===== config.mk =====
export PLATFORM = sky130hd
export DESIGN_NAME = keyword_number_tokenizer
export DESIGN_NICKNAME = d
export VERILOG_FILES = /design/src/design/kwt_pkg.sv /design/src/design/keyword_number_tokenizer.sv /design/src/design/kwt_front.sv /design/src/design/kwt_queue.sv /design/src/design/kwt_back.sv
export SDC_FILE = /design/constraint.sdc
export NUM_CORES = 1
export LEC_CHECK = 0
export ABC_AREA = 0
export BUFFER_PORTS_ARGS = -buffer_cell sky130_fd_sc_hd__buf_2
export CORE_ASPECT_RATIO = 1.4
export CORE_MARGIN = 2
export CORE_UTILIZATION = 35
export CTS_BUF_LIST = sky130_fd_sc_hd__clkbuf_4 sky130_fd_sc_hd__clkbuf_8
export DETAILED_ROUTE_END_ITERATION = 10
export SYNTH_ARGS = -nofsm -noshare
export SYNTH_HDL_FRONTEND = slang
export SYNTH_SLANG_ARGS = --single-unit

===== constraint.sdc =====
create_clock -name clk -period 8.9 [get_ports clk]
set_input_delay 1.78 -clock clk [delete_from_list [all_inputs] [get_ports clk]]
set_output_delay 1.78 -clock clk [all_outputs]
set_load 0.02 [all_outputs]

===== src/design/kwt_pkg.sv =====
// Shared types and constants for the keyword/number tokenizer.
package kwt_pkg;

	localparam int PosBits  = 32;
	localparam int QueDepth = 4;
	localparam int QuePtrW  = $clog2(QueDepth);

	localparam logic [62:0] ValueTop = 63'h7FFF_FFFF_FFFF_FFFF;
	localparam logic [31:0] KwFn     = 32'h0000_666E;
	localparam logic [31:0] KwAuto   = 32'h6175_746F;
	localparam logic [31:0] KwRet    = 32'h0072_6574;

	typedef logic [PosBits-1:0] pos_t;

	typedef enum logic [3:0] {
		KIND_END    = 4'd0,
		KIND_IDENT  = 4'd1,
		KIND_NUMBER = 4'd2,
		KIND_FN     = 4'd3,
		KIND_AUTO   = 4'd4,
		KIND_RET    = 4'd5,
		KIND_LPAREN = 4'd6,
		KIND_RPAREN = 4'd7,
		KIND_LBRACE = 4'd8,
		KIND_RBRACE = 4'd9,
		KIND_SEMI   = 4'd10,
		KIND_ASSIGN = 4'd11,
		KIND_PLUS   = 4'd12
	} kind_t;

	typedef enum logic [1:0] {
		ERR_NONE  = 2'd0,
		ERR_CHAR  = 2'd1,
		ERR_RANGE = 2'd2
	} err_t;

	typedef enum logic [1:0] {
		MODE_IDLE   = 2'd0,
		MODE_IDENT  = 2'd1,
		MODE_NUMBER = 2'd2
	} mode_t;

	typedef enum logic [2:0] {
		CLS_SPACE = 3'd0,
		CLS_WORD  = 3'd1,
		CLS_DIGIT = 3'd2,
		CLS_PUNCT = 3'd3,
		CLS_OTHER = 3'd4
	} cls_t;

	// One classified source byte
	typedef struct packed {
		logic [7:0] byte_val;
		cls_t       cls;
		kind_t      punct;
		logic [3:0] digit;
		pos_t       pos;
		logic       eoi;
	} item_t;

	typedef struct packed {
		kind_t       kind;
		logic [31:0] start;
		logic [31:0] len;
		logic [62:0] value;
		err_t        err;
		logic        last;
	} res_t;

endpackage


===== src/design/keyword_number_tokenizer.sv =====
// Path: an accepted byte is written into the byte queue; the back end then writes its result
// into the result buffer that drives the outputs. A closing byte's second result follows on replay.
// Throughput: one source byte per cycle while the byte queue is not full and the result buffer has
// room; a byte that closes a token and yields a result of its own is processed twice, once per result,
// through a one-result-per-cycle result buffer of two entries.
// Reset: arst_n clears the scan mode, halt flag, position counter and both queues at once.
// After an error or an End beat the block drops every input until reset.
module keyword_number_tokenizer (
	input  logic        clk,
	input  logic        arst_n,
	input  logic        push,
	output logic        full,
	input  logic [7:0]  source_byte,
	input  logic        end_of_input,
	input  logic        pop,
	output logic        empty,
	output logic [3:0]  token_kind,
	output logic [31:0] start_position,
	output logic [31:0] token_length,
	output logic [62:0] number_value,
	output logic [1:0]  error_code,
	output logic        last_result
);

	logic           wr, rd, q_empty;
	kwt_pkg::item_t wr_item, rd_item;
	kwt_pkg::res_t  res;

	kwt_front u_front (
		.clk          (clk),
		.arst_n       (arst_n),
		.push         (push),
		.full         (full),
		.source_byte  (source_byte),
		.end_of_input (end_of_input),
		.wr           (wr),
		.item         (wr_item)
	);

	kwt_queue u_queue (
		.clk     (clk),
		.arst_n  (arst_n),
		.wr      (wr),
		.wr_item (wr_item),
		.full    (full),
		.rd      (rd),
		.rd_item (rd_item),
		.empty   (q_empty)
	);

	kwt_back u_back (
		.clk    (clk),
		.arst_n (arst_n),
		.avail  (!q_empty),
		.item   (rd_item),
		.take   (rd),
		.pop    (pop),
		.empty  (empty),
		.res    (res)
	);

	assign token_kind     = res.kind;
	assign start_position = res.start;
	assign token_length   = res.len;
	assign number_value   = res.value;
	assign error_code     = res.err;
	assign last_result    = res.last;

endmodule


===== src/design/kwt_front.sv =====
// Front end: byte classification and position tagging.
module kwt_front (
	input  logic            clk,
	input  logic            arst_n,
	input  logic            push,
	input  logic            full,
	input  logic [7:0]      source_byte,
	input  logic            end_of_input,
	output logic            wr,
	output kwt_pkg::item_t  item
);

	kwt_pkg::pos_t pos_q;

	assign wr = push && !full;

	always_ff @(posedge clk or negedge arst_n) begin
		if (!arst_n) begin
			pos_q <= '0;
		end else if (wr && !end_of_input) begin
			pos_q <= pos_q + kwt_pkg::pos_t'(1);
		end
	end

	always_comb begin
		item.byte_val = source_byte;
		item.pos      = pos_q;
		item.eoi      = end_of_input;
		item.digit    = source_byte[3:0];
		item.punct    = kwt_pkg::KIND_END;
		item.cls      = kwt_pkg::CLS_OTHER;
		case (source_byte) inside
			8'h20, [8'h09:8'h0D]: item.cls = kwt_pkg::CLS_SPACE;
			[8'h41:8'h5A], [8'h61:8'h7A], 8'h5F: item.cls = kwt_pkg::CLS_WORD;
			[8'h30:8'h39]: item.cls = kwt_pkg::CLS_DIGIT;
			8'h28: begin
				item.cls   = kwt_pkg::CLS_PUNCT;
				item.punct = kwt_pkg::KIND_LPAREN;
			end
			8'h29: begin
				item.cls   = kwt_pkg::CLS_PUNCT;
				item.punct = kwt_pkg::KIND_RPAREN;
			end
			8'h7B: begin
				item.cls   = kwt_pkg::CLS_PUNCT;
				item.punct = kwt_pkg::KIND_LBRACE;
			end
			8'h7D: begin
				item.cls   = kwt_pkg::CLS_PUNCT;
				item.punct = kwt_pkg::KIND_RBRACE;
			end
			8'h3B: begin
				item.cls   = kwt_pkg::CLS_PUNCT;
				item.punct = kwt_pkg::KIND_SEMI;
			end
			8'h3D: begin
				item.cls   = kwt_pkg::CLS_PUNCT;
				item.punct = kwt_pkg::KIND_ASSIGN;
			end
			8'h2B: begin
				item.cls   = kwt_pkg::CLS_PUNCT;
				item.punct = kwt_pkg::KIND_PLUS;
			end
			default: item.cls = kwt_pkg::CLS_OTHER;
		endcase
	end

endmodule


===== src/design/kwt_queue.sv =====
// Short queue of classified bytes between front and back end.
module kwt_queue (
	input  logic            clk,
	input  logic            arst_n,
	input  logic            wr,
	input  kwt_pkg::item_t  wr_item,
	output logic            full,
	input  logic            rd,
	output kwt_pkg::item_t  rd_item,
	output logic            empty
);

	kwt_pkg::item_t                  mem_q [kwt_pkg::QueDepth];
	logic [kwt_pkg::QuePtrW-1:0]     wp_q;
	logic [kwt_pkg::QuePtrW-1:0]     rp_q;
	logic [kwt_pkg::QuePtrW:0]       cnt_q;

	assign full    = (cnt_q == (kwt_pkg::QuePtrW+1)'(kwt_pkg::QueDepth));
	assign empty   = (cnt_q == '0);
	assign rd_item = mem_q[rp_q];

	always_ff @(posedge clk) begin
		if (wr) begin
			mem_q[wp_q] <= wr_item;
		end
	end

	always_ff @(posedge clk or negedge arst_n) begin
		if (!arst_n) begin
			wp_q  <= '0;
			rp_q  <= '0;
			cnt_q <= '0;
		end else begin
			if (wr) begin
				wp_q <= wp_q + 1'b1;
			end
			if (rd) begin
				rp_q <= rp_q + 1'b1;
			end
			case ({wr, rd})
				2'b10:   cnt_q <= cnt_q + 1'b1;
				2'b01:   cnt_q <= cnt_q - 1'b1;
				default: cnt_q <= cnt_q;
			endcase
		end
	end

endmodule


===== src/design/kwt_back.sv =====
// Back end: token state, number accumulation and the result buffer.
module kwt_back (
	input  logic            clk,
	input  logic            arst_n,
	input  logic            avail,
	input  kwt_pkg::item_t  item,
	output logic            take,
	input  logic            pop,
	output logic            empty,
	output kwt_pkg::res_t   res
);

	kwt_pkg::mode_t mode_q, mode_d;
	logic           halted_q;
	kwt_pkg::pos_t  tok_start_q;
	logic [31:0]    tok_bytes_q;
	logic [62:0]    acc_q;
	logic           ovf_q;
	logic [31:0]    prefix_q;

	kwt_pkg::res_t  buf_q [2];
	logic           wp_q;
	logic           rp_q;
	logic [1:0]     cnt_q;

	logic           pop_fire, room, go;
	logic           cont, flush, flush_err, second, split, emit, halt_set;
	logic           start_word, start_digit;
	logic [67:0]    sum;
	logic [31:0]    bytes_inc;
	kwt_pkg::kind_t ident_kind;
	kwt_pkg::res_t  flush_res, second_res, new_res;

	assign pop_fire = pop && (cnt_q != 2'd0);
	assign room     = (cnt_q != 2'd2) || pop_fire;
	assign go       = avail && room;
	assign empty    = (cnt_q == 2'd0);
	assign res      = buf_q[rp_q];

	assign cont = !item.eoi && (
		(mode_q == kwt_pkg::MODE_IDENT &&
			(item.cls == kwt_pkg::CLS_WORD || item.cls == kwt_pkg::CLS_DIGIT)) ||
		(mode_q == kwt_pkg::MODE_NUMBER && item.cls == kwt_pkg::CLS_DIGIT));
	assign flush     = (mode_q != kwt_pkg::MODE_IDLE) && !cont;
	assign flush_err = flush && (mode_q == kwt_pkg::MODE_NUMBER) && ovf_q;
	assign second    = item.eoi || item.cls == kwt_pkg::CLS_PUNCT ||
		item.cls == kwt_pkg::CLS_OTHER;
	// A closing byte with a result of its own: emit the pending token first, replay the byte
	assign split     = flush && !flush_err && second;
	assign take      = go && !split;
	assign emit      = go && !halted_q && !cont && (flush || second);
	assign halt_set  = go && !halted_q && !cont && (flush_err ||
		(!flush && (item.eoi || item.cls == kwt_pkg::CLS_OTHER)));
	assign start_word  = take && !halted_q && !cont && !flush_err && !item.eoi &&
		item.cls == kwt_pkg::CLS_WORD;
	assign start_digit = take && !halted_q && !cont && !flush_err && !item.eoi &&
		item.cls == kwt_pkg::CLS_DIGIT;

	assign sum = ({5'b0, acc_q} << 3) + ({5'b0, acc_q} << 1) + 68'(item.digit);
	assign bytes_inc = (tok_bytes_q != 32'hFFFF_FFFF) ? tok_bytes_q + 32'd1 : tok_bytes_q;

	always_comb begin
		ident_kind = kwt_pkg::KIND_IDENT;
		if (tok_bytes_q == 32'd2 && prefix_q == kwt_pkg::KwFn) begin
			ident_kind = kwt_pkg::KIND_FN;
		end else if (tok_bytes_q == 32'd4 && prefix_q == kwt_pkg::KwAuto) begin
			ident_kind = kwt_pkg::KIND_AUTO;
		end else if (tok_bytes_q == 32'd3 && prefix_q == kwt_pkg::KwRet) begin
			ident_kind = kwt_pkg::KIND_RET;
		end
	end

	// Next scan mode
	always_comb begin
		mode_d = mode_q;
		if (go && !halted_q && !cont) begin
			if (start_word) begin
				mode_d = kwt_pkg::MODE_IDENT;
			end else if (start_digit) begin
				mode_d = kwt_pkg::MODE_NUMBER;
			end else begin
				mode_d = kwt_pkg::MODE_IDLE;
			end
		end
	end

	// Result formation
	always_comb begin
		flush_res.kind  = ident_kind;
		flush_res.start = 32'(tok_start_q);
		flush_res.len   = tok_bytes_q;
		flush_res.value = '0;
		flush_res.err   = kwt_pkg::ERR_NONE;
		flush_res.last  = 1'b1;
		if (mode_q == kwt_pkg::MODE_NUMBER) begin
			if (ovf_q) begin
				flush_res.kind = kwt_pkg::KIND_END;
				flush_res.len  = '0;
				flush_res.err  = kwt_pkg::ERR_RANGE;
			end else begin
				flush_res.kind  = kwt_pkg::KIND_NUMBER;
				flush_res.value = acc_q;
			end
		end

		second_res.kind  = kwt_pkg::KIND_END;
		second_res.start = 32'(item.pos);
		second_res.len   = '0;
		second_res.value = '0;
		second_res.err   = kwt_pkg::ERR_NONE;
		second_res.last  = 1'b1;
		if (!item.eoi) begin
			if (item.cls == kwt_pkg::CLS_PUNCT) begin
				second_res.kind = item.punct;
				second_res.len  = 32'd1;
			end else begin
				second_res.err = kwt_pkg::ERR_CHAR;
			end
		end

		new_res      = flush ? flush_res : second_res;
		new_res.last = !split;
	end

	always_ff @(posedge clk or negedge arst_n) begin
		if (!arst_n) begin
			mode_q      <= kwt_pkg::MODE_IDLE;
			halted_q    <= 1'b0;
			tok_start_q <= '0;
			tok_bytes_q <= '0;
			acc_q       <= '0;
			ovf_q       <= 1'b0;
			prefix_q    <= '0;
		end else begin
			mode_q <= mode_d;
			if (halt_set) begin
				halted_q <= 1'b1;
			end
			if (go && !halted_q && cont) begin
				tok_bytes_q <= bytes_inc;
				if (mode_q == kwt_pkg::MODE_IDENT) begin
					if (tok_bytes_q < 32'd4) begin
						prefix_q <= {prefix_q[23:0], item.byte_val};
					end
				end else if (!ovf_q) begin
					if (sum > 68'(kwt_pkg::ValueTop)) begin
						ovf_q <= 1'b1;
					end else begin
						acc_q <= sum[62:0];
					end
				end
			end else if (start_word || start_digit) begin
				tok_start_q <= item.pos;
				tok_bytes_q <= 32'd1;
				prefix_q    <= {24'b0, item.byte_val};
				acc_q       <= 63'(item.digit);
				ovf_q       <= 1'b0;
			end
		end
	end

	always_ff @(posedge clk) begin
		if (emit) begin
			buf_q[wp_q] <= new_res;
		end
	end

	always_ff @(posedge clk or negedge arst_n) begin
		if (!arst_n) begin
			wp_q  <= 1'b0;
			rp_q  <= 1'b0;
			cnt_q <= 2'd0;
		end else begin
			if (emit) begin
				wp_q <= !wp_q;
			end
			if (pop_fire) begin
				rp_q <= !rp_q;
			end
			case ({emit, pop_fire})
				2'b10:   cnt_q <= cnt_q + 2'd1;
				2'b01:   cnt_q <= cnt_q - 2'd1;
				default: cnt_q <= cnt_q;
			endcase
		end
	end

endmodule


==> qor.yml, run 1 <==
sta:
  drv_slew: 0
  finalHoldViolCount: 0
  worst_slack_ns: 2.337
  tightestPinTransition_ns: 1.243
  slew_headroom_pct: 16.39
  period_needed_ns: 6.563
  grt_setup_unrepaired: "no"
  finalSetupTns_ns: 0
  timing.final.crit_share_pct: 73.75
  finalSetupViolCount: 0
  skew_ns: 0.03877
  max_freq_mhz: 152.4
floorplan:
  fp.dieArea_um2: 96510
  fp-row-count: 133
  fp.dieH_um: 366.8
  core_area_um2: 93520
  ioPinCount: 149
  initial_utilization_pct: 35.18
  die_w_um: 263.1
synthesis:
  avgSynthCellArea_um2: 12.21
  async_reset_ff_share_pct: 30.93
  synth_top_area_cell: "edfxtp_1"
  synthesis.yosys.warnings: 0
  yosysSeqAreaShare_pct: 57.65
  synth_cells: 2694
  synth_edf_count: 460
  synth_common_cells: "edfxtp_1 (460), nand2_1 (385), dfrtp_1 (206), mux2_2 (174), nor2_1 (155)"
  syn_nets: 2784
  synth_area_leaders: "edfxtp_1 (42%), dfrtp_1 (16%), mux2_2 (6.0%)"
  ys_ff_latch: 666
  synth_top_cell_area_share_pct: 41.98
  yosys_most_used_dff: "edfxtp_1"
  yosysMostFrequentCell: "edfxtp_1"
  syn-cell-area_um2: 32900
  synth_cell_type_count: 94
worst_setup_path:
  rr_startpoint: "u_back.acc_q[3]"
  crit_required_ns: 9.50
  cp-startpoint: "u_back.acc_q[3]"
  cp_slowest_cell: "a311oi_1"
  crit_path_cell_trace: "ha_1, nand3_1, a211oi_2, o211ai_1, and3_1, a311oi_1, nand3_1, nor3b_1, and4_1, nand4_2, o211a_1, nor2_4, buf_12, mux2_1"
  cpMostUsedCell: "nand3_1"
  worstPathBufferInverterCount: 1
  cp_top_family: "simple AND/OR/NAND/NOR gates"
  path_max_fanout: 32
  cp.arrival_ns: 7.16
  cpPeakStageDelay_ns: 0.89
  crit_path_start_kind: "flip-flop"
  crit_path_end_kind: "flip-flop"
  critPathKind: "flip-flop to flip-flop"
clock_tree:
  cts_inserted_buffers: 104
  clock-sinks: 666
  cts_tree: "done"
  clkTransAtPathRegs_ns: 0.07
  clk_path_buf_depth: 3
  cts_resized: 0
  clock_latency_ns: 0.73
  post_cts_buffers: 0
  cts_root_buf: "clkbuf_8"
  htreeDepth: 3
  postCtsHoldBufs: 0
hold_path:
  hp-start: "u_back.tok_start_q[28]"
  hp-class: "flip-flop to flip-flop"
drt:
  routed-via-count: 21780
  wl_um: 83450
  wire_per_inst_um: 20.09
  dr.pass1.iters: 8
  avgViaCountPerCell: 5.242
  ant_nets: 0
  drcViolationCount: 0
  drt-initial-drc-count: 1476
status:
  outcome: "finished clean"
placed_design:
  io_buffers: 148
  dpl_worst_slack_ns: 2.436
  gp_congestion: 0.9622
  hpwl_um: 57860
pwr:
  power_density_nw_per_um2: 247.5
  ir_drop_mv: 0.2207
  p_leak_nw: 14.54
cells_and_area:
  drive_above_1_share_pct: 21.42
  regArea_um2: 18980
  multi_input_area_um2: 13320
  nNetsFinal: 2936
  nFillCells: 8991
  areaGrowthSynthToFinish_pct: 13.06
grt:
  grt_pass1_vias: 21970
  antenna_found_initial: 5
  overflow: 0
  track_usage_pct: 17.18
  grt_pass1_wl_um: 129700
  grt_max_degree: 91
job:
  drv_cap: 0
## flip-flops by register name (all words and copies together), names as in the netlist
signal and flops:
u_back.acc_q 63, u_back.mode_q 2, u_back.cnt_q 2, u_queue.wp_q 2, u_back.tok_start_q 32, u_back.ovf_q 1
u_front.pos_q 32, u_back.halted_q 1, u_queue.rp_q 2, u_queue.cnt_q 3, u_back.rp_q 1, u_back.wp_q 1
u_back.tok_bytes_q 32, u_queue.mem_q 192, u_back.buf_q 268, u_back.prefix_q 32
## report_power, final
part           internal (mW)  switching [mW]  leakage, nW
sequential              3.85           0.193         7.17
combinational          0.926            1.48         6.16
clock                   1.55            1.21         1.22
total                   6.33            2.88         14.5
## stage by stage
| stage | hold WS, ns | instances | total power [mW] | utilization (%) | instance area (um2) |
|---|---|---|---|---|---|
| after floorplan | 0.4401 | 2694 | 5.777 | - | 32900 |
| after global placement | 0.4508 | 3955 | 6.544 | 37.33 | 34910 |
| after detailed placement | 0.4587 | 3955 | 6.585 | 37.33 | 34910 |
| after CTS | 0.4740 | 4151 | 9.388 | 39.77 | 37190 |
| after global routing | 0.4844 | 4153 | 9.711 | 39.77 | 37200 |
| final | 0.4696 | 4154 | 9.209 | 39.78 | 37200 |
## metal layers
metal  track usage (%)  routed length [um]  vias up
li1                  -                   -    10310
met1             20.79               34220    10740
met2             30.19               42290      544
met3             2.538                3498      175
met4             7.736                3442        0
met5                 0                   0        -
## area by class of cell
cell class / count / share of cell area [%]
Tap cell: 1215 / 4.087
Sequential cell: 666 / 51.01
Clock inverter: 28 / 0.7601
Inverter: 37 / 0.3733
Clock buffer: 168 / 5.375
Multi-Input combinational cell: 1865 / 35.80
Timing Repair Buffer: 172 / 2.570
Antenna cell: 3 / 0.02018
## placed cells by master (no fill, tap or decap), drive strengths merged, types with 13 or more instances in the layout
cell type and n:
edfxtp 460, nand2 385, dfrtp 206, mux2 175
buf 172, clkbuf 168, nor2 156, a21oi 105
o21ai 97, xnor2 86, xor2 79, and2 79
ha 74, nand4 72, mux2i 59, and3 51
nand3 50, mux4 48, nor3 47, inv 39
a21o 28, nor4 23, clkinv 19, or3 18
and4 16, o21a 16, o211ai 15, nor2b 13
or2 13
## kinds of logic after synthesis
kind of cell | count (synthesis) | share of synthesized area [%]
AOI/OAI and AO/OA | 380 | 7.552
xor gates and xnor gates | 165 | 4.392
adders and majority gates | 77 | 2.997
buffers and inverters | 163 | 2.031
DFF | 666 | 57.65
muxes | 282 | 11.07
and+or+nand+nor | 961 | 14.31
## path summary, 6_finish.rpt
check | end | slack (ns) | cells past startpoint
setup / recovery | u_back.acc_q[32] | 2.34 | 14
hold / removal | u_back.tok_start_q[28] | 0.47 | 2
setup reg to reg | u_back.acc_q[32] | 2.34 | 14
hold reg to reg | u_back.tok_start_q[28] | 0.47 | 2
max in group asynchronous | u_queue.rp_q[0] | 6.34 | 2
min in group asynchronous | u_back.tok_start_q[25] | 1.07 | 1
## tightest hold or removal path, stage by stage, from the launching register on
cell,delay [ns]
dfrtp_1,0.33
nand2_1,0.05
nand2_1,0.06
Power figures use the tool's default switching activity.
==> run 2, diff against run 1 <==
--- a/config.mk
+++ b/config.mk
@@ -5,7 +5,7 @@
 export SDC_FILE = /design/constraint.sdc
 export NUM_CORES = 1
 export LEC_CHECK = 0
-export ABC_AREA = 0
+export ABC_AREA = 1
 export BUFFER_PORTS_ARGS = -buffer_cell sky130_fd_sc_hd__buf_2
 export CORE_ASPECT_RATIO = 1.4
 export CORE_MARGIN = 2
==> constraint.sdc (replaced) <==
create_clock -name clk -period 6.65 [get_ports clk]
set_input_delay 1.33 -clock clk [delete_from_list [all_inputs] [get_ports clk]]
set_output_delay 1.33 -clock clk [all_outputs]
set_load 0.02 [all_outputs]
==> qor.yml, run 2 <==
floorplan:
  core_area_um2: 102400
  fp.dieArea_um2: 105900
  fp-row-count: 139
  die_w_um: 275.6
  fp.dieH_um: 384.2
  initial_utilization_pct: 35.28
  ioPinCount: 149
synthesis:
  synth_cell_type_count: 53
  yosysSeqAreaShare_pct: 52.48
  synth_edf_count: 460
  yosys_most_used_dff: "edfxtp_1"
  synthesis.yosys.warnings: 0
  synth_area_leaders: "edfxtp_1 (38%), nand2_1 (17%), dfrtp_1 (14%)"
  syn-cell-area_um2: 36140
  synth_top_area_cell: "edfxtp_1"
  ys_ff_latch: 666
  synth_top_family_by_area: "simple AND/OR/NAND/NOR gates"
  syn_nets: 4537
  yosysMostFrequentCell: "nand2_1"
  synth-xor-area-share_pct: 2.763
  async_reset_ff_share_pct: 30.93
  synth_simple_gate_area_share_pct: 28.49
  synthAdderAreaFrac_pct: 2.728
  synth_cells: 4447
  synth_top_cell_area_share_pct: 38.22
  synth_common_cells: "nand2_1 (1591), inv_1 (553), edfxtp_1 (460), nor2_1 (423), nand3_1 (240)"
  synth.mux.area_fraction_pct: 0.09347
  avgSynthCellArea_um2: 8.127
  synth_compound_area_share_pct: 5.712
cells_and_area:
  mostFrequentLayoutCell: "nand2_1"
  final_cell_mix: "nand2_1 (1590), inv_1 (551), edfxtp_1 (460), nor2_1 (417), nand3_1 (240)"
  regMostFlops: "u_back.buf_q"
  areaGrowthSynthToFinish_pct: 12.67
  largest_reg_flops: 268
  fin_area_um2: 40720
  drive_above_1_share_pct: 10.50
  top_regs: "u_back.buf_q: 268 flops, u_queue.mem_q: 192 flops, u_back.acc_q: 63 flops"
  nNetsFinal: 4693
sta:
  timing.final.crit_share_pct: 75.53
  skew_ns: 0.05683
  hold_slack_ns: 0.4199
  finalSetupTns_ns: 0
  slew_headroom_pct: 25.24
  finalSetupViolCount: 0
  tightestPinTransition_ns: 1.121
  finalHoldViolCount: 0
  grt_setup_unrepaired: "no"
  max_freq_mhz: 199.1
  drv_slew: 0
  period_needed_ns: 5.023
job:
  drv_cap: 0
clock_tree:
  cts_inserted_buffers: 105
  cts_resized: 0
  htreeDepth: 3
  clock-sinks: 666
  clock_latency_ns: 0.81
  cts_tree: "done"
  postCtsHoldBufs: 0
  post_cts_buffers: 0
  clkTransAtPathRegs_ns: 0.06
  clk_path_buf_depth: 3
  cts_root_buf: "clkbuf_8"
grt:
  track_usage_pct: 20.76
  grt_max_degree: 153
  grt_pass1_vias: 28510
  overflow: 0
  antenna_found_initial: 2
  grt_pass1_wl_um: 167400
worst_setup_path:
  worstPathBufferInverterCount: 3
  cpPeakStageDelay_ns: 0.75
  crit_path_end_kind: "flip-flop"
  path_max_fanout: 98
  crit_required_ns: 7.30
  critPathKind: "flip-flop to flip-flop"
  path_depth: 16
  crit_path_start_kind: "flip-flop"
  cp.arrival_ns: 5.68
  crit_path_cell_trace: "buf_4, a21oi_1, o21ai_0, nand2_1, nand3_1, nand2_1, nand2_1, o21ai_0, nand2_1, o21ai_4, nor2_1, nand2_1, nand4_1, buf_4, inv_2, o21ai_0"
  cp_top_family: "buffers and inverters"
  r2r_setup_slack_ns: 1.63
  cp_slowest_cell: "buf_4"
  r2r_cells: 16
  cpMostUsedCell: "nand2_1"
drt:
  drt-initial-drc-count: 2053
  wire_per_inst_um: 18.20
  wl_um: 109900
  avgViaCountPerCell: 4.889
  dr.pass1.iters: 5
  routed-via-count: 29510
  ant_nets: 0
  drcViolationCount: 0
pwr:
  p_switching_mw: 5.282
  p_seq_share_pct: 41.2
  ir_drop_mv: 0.3409
  swShare_pct: 37.75
  p_leak_nw: 18.35
  power_density_nw_per_um2: 343.6
  power_frac_comb_pct: 31.3
  clkPwrFrac_pct: 27.6
  p_int_mw: 8.710
placed_design:
  gp_congestion: 0.9989
  placed_cell_area_um2: 38340
  hpwl_um: 80300
  io_buffers: 148
status:
  outcome: "finished clean"
hold_path:
  hp-class: "input port to asynchronous set/reset pin"
## run 2: cell count changes after synthesis, moves of 113 or more
cell | previous run | this run
nand3_1 | 50 | 240
mux2_2 | 174 | 3
nor2_1 | 155 | 423
o21ai_0 | 92 | 205
inv_1 | 37 | 553
nand2_1 | 385 | 1591
## run 2: final cells by class
class,count,area (um2)
fill,10520,61720
clock inverter,33,396.6
inverter,599,2251
clock buffer,167,1979
antenna,1,2.502
timing repair buffer,174,996.0
tap,1339,1675
multi-input combinational,3057,14450
sequential,666,18970
## run 2: routing by layer
metal | routed length [um] | track usage (%)
met2 | 55880 | 36.95
met4 | 5912 | 10.99
met3 | 4373 | 2.941
met5 | 13 | 0
met1 | 43690 | 23.93
## run 2: kinds of logic (layout without fill, tap and decap cells)
family                     after synthesis  in the layout
other                                    0              1
DFF                                    666            666
xor gates and xnor gates               114            114
adders and majority gates               77             77
muxes                                    3              3
buffers and inverters                  724            973
and+or+nand+nor                       2490           2490
AOI/OAI and AO/OA                      373            373
## run 2: power by group through the flow
stage / clock (mW) / combinational [mW] / sequential, mW
2_1_floorplan: 0 / 2.90 / 5.76
3_3_place_gp: 0 / 4.40 / 5.83
3_5_place_dp: 0 / 4.45 / 5.84
4_1_cts: 3.97 / 4.46 / 5.76
5_1_grt: 4.14 / 4.89 / 5.83
6_report: 3.86 / 4.37 / 5.76
## run 2: worst paths after layout
path	start	end
worst max-delay path	u_queue.rp_q[0]	u_back.tok_start_q[10]
worst min-delay path	arst_n	u_back.tok_start_q[17]
worst max register to register	u_queue.rp_q[0]	u_back.tok_start_q[10]
worst min register to register	u_queue.cnt_q[0]	u_queue.cnt_q[0]
max in group asynchronous	arst_n	u_back.acc_q[18]
min in group clk	u_queue.cnt_q[0]	u_queue.cnt_q[0]
## run 2: metrics by stage
stage                     util [%]  setup WS (ns)  std cells  power (mW)
after floorplan                  -         -1.522       4447       8.659
after global placement       37.43          1.758       5835       10.22
after detailed placement     37.43          1.677       5835       10.29
after CTS                    39.75          1.640       6035       14.19
after global routing         39.75          1.041       6036       14.86
final                        39.75          1.627       6036       13.99
==> run 3, diff against run 2 <==
==> constraint.sdc (replaced) <==
create_clock -name clk -period 4.25 [get_ports clk]
set_input_delay 0.85 -clock clk [delete_from_list [all_inputs] [get_ports clk]]
set_output_delay 0.85 -clock clk [all_outputs]
set_load 0.02 [all_outputs]
==> qor.yml, run 3 (synthesis gave the netlist of run 2 again) <==
status:
  outcome: "finished clean"
drt:
  avgViaCountPerCell: 4.867
  drt-initial-drc-count: 2101
  ant_nets: 0
  drcViolationCount: 0
  dr.pass1.iters: 5
  routed-via-count: 29670
  wl_um: 109800
  wire_per_inst_um: 18.01
floorplan:
  ioPinCount: 149
  fp-row-count: 139
  core_area_um2: 102400
  fp.dieH_um: 384.2
  initial_utilization_pct: 35.28
  fp.dieArea_um2: 105900
  die_w_um: 275.6
worst_setup_path:
  path_max_fanout: 18
  r2r_cells: 25
  crit_path_start_kind: "flip-flop"
  r2r_setup_slack_ns: 0.25
  cp.arrival_ns: 4.70
  critPathKind: "flip-flop to flip-flop"
  rr_endpoint: "u_back.acc_q[37]"
  crit_required_ns: 4.94
  crit_path_end_kind: "flip-flop"
  rr_startpoint: "u_queue.rp_q[0]"
sta:
  tightestPinTransition_ns: 1.067
  drv_slew: 0
  finalHoldViolCount: 0
  hold_slack_ns: 0.007339
  finalSetupViolCount: 0
  worst_slack_ns: 0.2466
  timing.final.crit_share_pct: 94.20
  skew_ns: 0.07894
  max_freq_mhz: 249.8
  slew_headroom_pct: 28.60
  period_needed_ns: 4.003
grt:
  grt_pass1_wl_um: 165300
  grt_pass1_vias: 28330
  track_usage_pct: 20.54
  antenna_found_initial: 1
  grt_max_degree: 98
  overflow: 0
pwr:
  p_leak_nw: 18.59
  ir_drop_mv: 0.3702
  power_density_nw_per_um2: 529.2
cells_and_area:
  largest_reg_flops: 268
  mostFrequentLayoutCell: "nand2_1"
  top_regs: "u_back.buf_q: 268 flops, u_queue.mem_q: 192 flops, u_back.acc_q: 63 flops"
  final_cell_mix: "nand2_1 (1582), inv_1 (551), edfxtp_1 (460), nor2_1 (393), nand3_1 (237)"
  nNetsFinal: 4757
  areaGrowthSynthToFinish_pct: 15.17
  final_util_pct: 40.63
  regMostFlops: "u_back.buf_q"
  nFillCells: 10310
  drive_above_1_share_pct: 13.20
clock_tree:
  clk_path_buf_depth: 3
  clock_latency_ns: 0.82
  clock-sinks: 666
  cts_root_buf: "clkbuf_8"
  clkTransAtPathRegs_ns: 0.06
  cts_inserted_buffers: 105
  htreeDepth: 3
  cts_tree: "done"
  postCtsHoldBufs: 0
placed_design:
  io_buffers: 148
  gp_congestion: 0.9808
  hpwl_um: 81450
  dpl_worst_slack_ns: 0.07070
job:
  drv_cap: 0
hold_path:
  hp-class: "input port to asynchronous set/reset pin"
==> run 3: layer usage <==
layer | share of wire (%) | vias to the layer above | global-route usage, % | wire, um
met5 | 0 | - | 0 | 0
met4 | 5.9 | 0 | 11.37 | 6521
met3 | 4.8 | 235 | 2.810 | 5228
met2 | 50 | 789 | 36.48 | 54960
met1 | 39 | 13850 | 23.62 | 43110
li1 | - | 14800 | - | -
==> run 3: critical path: stages (launching register included) <==
cell and delay, ns:
dfrtp_2 0.44, inv_2 0.10, o21ai_0 0.20, o22ai_2 0.15, ha_1 0.31, nand2_1 0.04, inv_1 0.05, a21oi_1 0.10
nor2_1 0.20, nand2_1 0.12, nor2_4 0.17, nand3_4 0.11, nor2_4 0.14, nand4_1 0.20, nor2_2 0.18, nand3_2 0.12
nor2_4 0.23, nand4_4 0.12, nor2_4 0.13, nand4_2 0.13, nand2_1 0.09, nor2_1 0.06, nand2_4 0.12, buf_12 0.17
nand3_1 0.08, nand2_1 0.10
==> run 3: what timing repair did <==
action / CTS / global route
setup buffers: 0 / 11
pin swaps: 0 / 9
setup endpoints to repair: 41 / 96
gates resized for setup: 1 / 102
==> run 3: metrics by stage <==
stage | TNS (ns) | total power [mW] | std cells | area [um2]
global route | -0.2844 | 23.36 | 6096 | 41620
floorplan | -362.77 | 13.51 | 4447 | 36150
finish | 0 | 22.03 | 6096 | 41620
global placement | 0 | 16.20 | 5888 | 38880
CTS | 0 | 22.19 | 6084 | 41200
detailed placement | 0 | 16.30 | 5888 | 38880
==> run 3: worst max-delay path by stage <==
stage                                start                 end  slack, ns  depth (start not counted)
after floorplan            u_queue.rp_q[0]  u_back.buf_q[0][0]      -1.35                         10
final                      u_queue.rp_q[0]    u_back.acc_q[37]       0.25                         25
after global routing      u_back.acc_q[26]    u_back.acc_q[49]      -0.05                         24
after global placement     u_back.acc_q[2]    u_back.acc_q[60]       0.04                         22
after CTS                  u_queue.rp_q[0]    u_back.acc_q[59]      0.003                         22
after detailed placement   u_back.acc_q[2]     u_back.acc_q[3]       0.07                         24
==> run 3: final cells by class <==
type                            instances  area, um2  area share, %
Sequential cell                       666      18990          45.61
Inverter                              599       2251          5.408
Multi-Input combinational cell       3057      14750          35.44
Timing Repair Buffer                  238       1637          3.932
Clock inverter                         52      509.2          1.223
Tap cell                             1339       1675          4.025
Clock buffer                          144       1813          4.356
Antenna cell                            1      2.502       0.006012
==> run 3: report_power, final <==
part	leakage [nW]	total [mW]	internal [mW]	switching, mW
combinational	10.5	7.20	2.00	5.20
clock	1.20	5.84	3.14	2.70
sequential	6.86	8.99	8.45	0.541
total	18.6	22.0	13.6	8.44
